==> src/rtl/tpvo_pkg.sv <==
`default_nettype none
package tpvo_pkg;

  localparam int unsigned CoordWidthDef = 16;
  localparam int unsigned HitWidth      = 3;
  localparam int unsigned PipeDepth     = 5;

  localparam logic [HitWidth-1:0] HIT_NONE     = 3'd0;
  localparam logic [HitWidth-1:0] HIT_SECOND_A = 3'd1;
  localparam logic [HitWidth-1:0] HIT_SECOND_B = 3'd2;
  localparam logic [HitWidth-1:0] HIT_SECOND_C = 3'd3;
  localparam logic [HitWidth-1:0] HIT_FIRST_A  = 3'd4;
  localparam logic [HitWidth-1:0] HIT_FIRST_B  = 3'd5;
  localparam logic [HitWidth-1:0] HIT_FIRST_C  = 3'd6;

  typedef struct packed {
    logic neg;
    logic zero;
  } sgn_t;

endpackage
`default_nettype wire

==> src/rtl/tpvo_cross_sign.sv <==
`default_nettype none
module tpvo_cross_sign
  import tpvo_pkg::*;
#(
  parameter int unsigned COORD_WIDTH = CoordWidthDef
) (
  input  wire                         clk_i,
  input  wire                         en_i,
  input  wire  signed [COORD_WIDTH:0] a_i,
  input  wire  signed [COORD_WIDTH:0] b_i,
  input  wire  signed [COORD_WIDTH:0] c_i,
  input  wire  signed [COORD_WIDTH:0] d_i,
  output sgn_t                        sgn_o
);
  // sign of a*b - c*d, products exact
  localparam int unsigned PW = 2 * COORD_WIDTH + 2;

  logic signed [PW-1:0] p_d, p_q, q_d, q_q;
  sgn_t                 sgn_d, sgn_q;

  assign p_d = PW'(a_i) * PW'(b_i);
  assign q_d = PW'(c_i) * PW'(d_i);

  always_comb begin
    sgn_d.neg  = p_q < q_q;
    sgn_d.zero = p_q == q_q;
  end

  always_ff @(posedge clk_i) begin
    if (en_i) begin
      p_q   <= p_d;
      q_q   <= q_d;
      sgn_q <= sgn_d;
    end
  end

  assign sgn_o = sgn_q;
endmodule
`default_nettype wire

==> config.mk <==
export PLATFORM = sky130hd
export DESIGN_NAME = tpvo_cross_sign
export DESIGN_NICKNAME = d
export VERILOG_FILES = /design/src/rtl/tpvo_pkg.sv /design/src/rtl/tpvo_cross_sign.sv
export SDC_FILE = /design/constraint.sdc
export NUM_CORES = 2
export LEC_CHECK = 0
export BUFFER_PORTS_ARGS = -buffer_cell sky130_fd_sc_hd__buf_2
export CELL_PAD_IN_SITES_DETAIL_PLACEMENT = 1
export CELL_PAD_IN_SITES_GLOBAL_PLACEMENT = 1
export CORE_ASPECT_RATIO = 0.6
export CORE_MARGIN = 5
export CORE_UTILIZATION = 40
export CTS_CLUSTER_DIAMETER = 60
export DETAILED_ROUTE_END_ITERATION = 8
export GPL_TIMING_DRIVEN = 0
export PLACE_DENSITY = 0.72
export RECOVER_POWER = 100
export SYNTH_ARGS = -nofsm -noshare
export SYNTH_HDL_FRONTEND = slang
export SYNTH_SLANG_ARGS = --single-unit
==> constraint.sdc <==
create_clock -name clk_i -period 10.2 [get_ports clk_i]
set_input_delay 2.04 -clock clk_i [delete_from_list [all_inputs] [get_ports clk_i]]
set_output_delay 2.04 -clock clk_i [all_outputs]
set_load 0.01 [all_outputs]
## After elaboration in Yosys (flattened, before gate mapping)

Index checks and enable logic that the tools add are counted.

- Register bits: 70
- Latch bits: 0
- Memory bits (writable): 0
- Memory bits (read-only): 0
- Bits of input ports: 70
- Output and inout bits: 2
- Logic and storage cells: 8
- Memories kept: 0

- Add/sub/neg operators: 0
- Multipliers: 2
- Divide/modulo/power cells: 0
- Order comparisons: 1
- Equality and inequality tests: 1
- Shift operators: 0
- Muxes and demuxes: 0
- Bitwise logic cells: 0
- Reduce and logical (&&, ||, !) cells: 0

Operators by type and width:

| operator | count |
|---|---|
| $mul A17 B17 Y34 | 2 |
| $eq A34 B34 Y1 | 1 |
| $lt A34 B34 Y1 | 1 |

## Longest topological paths before layout

- Depth in word-level cells: 1
- Depth in mapped cells: 24
- Depth with buffers taken out: 22

## Worst setup path before layout

No wires, ideal clock.

- Path kind: input to register
- From: input b_i[2]
- To: register p_q[33] (data pin)
- Setup time: 0.190 ns
- Arrival: 8.220 ns
- Required time: 10.010 ns
- Path slack: 1.790 ns
- Stages: 20
- Path buffers: 1
- Cells stage by stage: clkbuf_1 > nand2_1 > inv_1 > fa_1 > fa_1 > fa_1 > fa_1 > fa_1 > inv_1 > fa_1 > inv_1 > ha_1 > and3_1 > a22o_1 > or4_4 > a311oi_2 > a211oi_2 > o31ai_4 > mux2i_1 > a2111oi_2

- Word-level cells in the longest chain between the ends: 1

RTL lines:

| item | line | RTL |
|---|---|---|
| start: declaration | tpvo_cross_sign.sv:10 | `input wire signed [COORD_WIDTH:0] b_i,` |
| $mul A17 B17 Y34 | tpvo_cross_sign.sv:21 | `assign p_d = PW'(a_i) * PW'(b_i);` |
| named net p_d[33] | tpvo_cross_sign.sv:18 | `logic signed [PW-1:0] p_d, p_q, q_d, q_q;` |
| end signal: assignment | tpvo_cross_sign.sv:31 | `p_q <= p_d;` |
| end: declaration | tpvo_cross_sign.sv:18 |  |

The timed path passes the listed nets, and every way through them passes these cells.
A chain may end at the register's enable or synchronous reset.

## Worst setup path in the final report

- From: input b_i[3]
- To: register p_q[33] (data pin)

The elaborated chain is that of the path after synthesis.

==> results.ini <==
[worst_setup_path]
critPathMaxFanout=10
path_cells=buf_2 -> clkbuf_1 -> nand2_1 -> inv_1 -> fa_1 -> fa_1 -> fa_1 -> fa_1 -> fa_1 -> inv_1 -> fa_1 -> inv_1 -> ha_1 -> and3_1 -> a22o_1 -> or4_1 -> a311oi_2 -> a211oi_2 -> o31ai_4 -> mux2i_1 -> a2111oi_2
slowest_stage=fa_1
cp-end-kind=flip-flop
required_ns=10.28
rr_endpoint=sgn_o[1]
crit_start=b_i[3]
path_delay_family=adder cells
critical_path.startpoint_type=input port
r2r-start=p_q[3]
worstPathArrival_ns=9.85
r2r_slack_ns=7.64
critPathBufInv=5
cpPeakStageDelay_ns=0.96
path_common_cell=fa_1
r2r_cells=9
critPathKind=in2reg

[sta]
fin_tns_setup_ns=0
worstMarginPinSlew_ns=3.91
max_freq_mhz=102
max_slew_margin=-1.61
rsz0062_at_grt=false
min_period_ns=9.77
setup_viol=0
drv_slew=71
fin_crit_sh=0.958
hold_viol=0
fin_skew_ns=0.00853

[run_status]
status=complete, but fails checks
violations=max-capacitance violations, max-slew violations

[final_layout]
nets=3496
fill_cells=7043
fin_area_mm2=0.0263
syn_to_final_growth_pct=6.67
drive_above_1_share=0.0319

[clocking]
insertion_delay_ns=0.35
clockBufferDepth=2
htreeDepth=3
cts_setup_buffers=0
cts_tree=done
cts-root-buf=clkbuf_16
ctsResizeCount=0
clkTransAtPathRegs_ns=0.06
cts.sinks=70
cts_made_buffers=9
hold_buffers=0

[worst_hold_path]
min_path_cells=2
hold_path_end=sgn_o[1]
hold_class=reg2reg
worstHoldStart=p_q[33]

[synthesis]
dominantRegCellSynth=edfxtp_1
syn-num-nets=3420
syn_avg_cell_area_um2=9.65
ys_top_cells_by_area=fa_1 48%, ha_1 10%, inv_1 10%, edfxtp_1 8.5%, and2_1 7.2%
yosysUniqueCellTypes=57
async_flop_share=0
synth_edf_count=70
yosysTopAreaCell=fa_1
netlist_area_mm2=0.0246
yosys_warnings=0
netlist_instances=2554
synth_top_cell_area_share=0.481
synth-seq-area-share=0.0853
ys_ff_latch=70

[routing]
routed_wl_mm=68.7
drc=0
drtPass1Iterations=5
met2_length_mm=30.9
wl_met3_mm=5.25
highest_layer=met5
vias=17568
wl_met1_mm=32.0
drt-wirelength-per-cell_um=19.8
drtIter0Drc=960
ant_nets=0
viasPerCell=5.07

[placement]
dpl.hpwl_mm=60.4
placed_area_mm2=0.0260
gp_congestion=0.915
port_buffers=65

[die]
die-area_mm2=0.0668
die_w_um=330
io_pins=72
start_util=0.404
row_count=70
core_mm2=0.0610
die_h_um=202

[grt]
grt_antenna_before_repair=6
grt_max_degree=71
gr-total-overflow=0
grt_pass1_vias=20356
grt_first_pass_wirelength_mm=112
globalRouteTotalUtil=0.214

[run]
max_cap_violations=1

==> worst max path at each step <==
| stage | cells past startpoint | to | slack [ns] |
|---|---|---|---|
| 2_1_floorplan | 20 | p_q[33] | 1.79 |
| 3_3_place_gp | 21 | p_q[33] | 0.28 |
| 3_5_place_dp | 21 | p_q[33] | 0.23 |
| 4_1_cts | 21 | p_q[33] | 0.54 |
| 5_1_grt | 21 | p_q[33] | 0.06 |
| 6_report | 21 | p_q[33] | 0.43 |
==> per-stage QoR <==
step / util / hold slack (ns) / cells / setup slack, ns
2_1_floorplan: - / 0.692 / 2554 / 1.79
3_3_place_gp: 0.427 / 0.721 / 3447 / 0.285
3_5_place_dp: 0.427 / 0.734 / 3447 / 0.228
4_1_cts: 0.431 / 0.763 / 3463 / 0.538
5_1_grt: 0.431 / 0.779 / 3464 / 0.0612
6_report: 0.431 / 0.764 / 3464 / 0.428
==> Yosys cell counts, drive strengths merged, types with 11 or more instances <==
master and n:
and2 284, a211oi 11, fa 592, nand4 12, edfxtp 70, nand2 284
nand3 14, a21o 37, nor2 54, a21oi 49, xnor2 54, nand2b 11
ha 204, nor3 13, inv 658, o21ai 30, xor2 11, clkbuf 77
==> cells in the final DEF (no fill, tap or decap), drive strengths merged, types with 37 or more instances in the layout <==
master  count
buf        59
and2      284
edfxtp     70
xnor2      54
ha        204
a21oi      49
nand2     284
a21o       37
fa        592
clkbuf     93
inv       658
nor2       54
==> state kept, by name, indices dropped and copies added (netlist names) <==
signal,flops
p_q,34
q_q,34
sgn_o,2
==> layer usage <==
metal,vias to the layer above,global-route usage
met2,451,0.334
met5,-,0
li1,7715,-
met1,9347,0.315
met4,2,0.0208
met3,53,0.0535
==> final cells by class <==
cell class / count / area (um^2) / area share
Tap cell: 828 / 1040 / 0.0394
Sequential cell: 70 / 2100 / 0.0800
Clock buffer: 10 / 229 / 0.00871
Buffer: 77 / 289 / 0.0110
Inverter: 658 / 2470 / 0.0940
Multi-Input combinational cell: 1749 / 19800 / 0.752
Timing Repair Buffer: 65 / 318 / 0.0121
Clock inverter: 6 / 62.6 / 0.00238
Antenna cell: 1 / 2.50 / 0.0000952
==> tightest hold or removal path: cells and delay by family (launching register included) <==
kind | cells | cell delay (ns)
adder cells (fa/ha/maj) | 1 | 0.19
flip-flops | 1 | 0.33
multiplexers | 1 | 0.08
==> logic make-up (layout without fill, tap and decap cells) <==
logic type,Yosys count,count (layout),share of synthesized area
and+or+nand+nor,701,701,0.143
xor gates and xnor gates,65,65,0.0231
muxes,4,4,0.00163
adders and majority gates,796,796,0.585
other,0,1,0
DFF,70,70,0.0853
AOI/OAI and AO/OA,183,183,0.0506
buffers and inverters,735,816,0.112
Power is not shown: default switching activity piles up to over one toggle a cycle in this logic, so the estimate is an artifact.
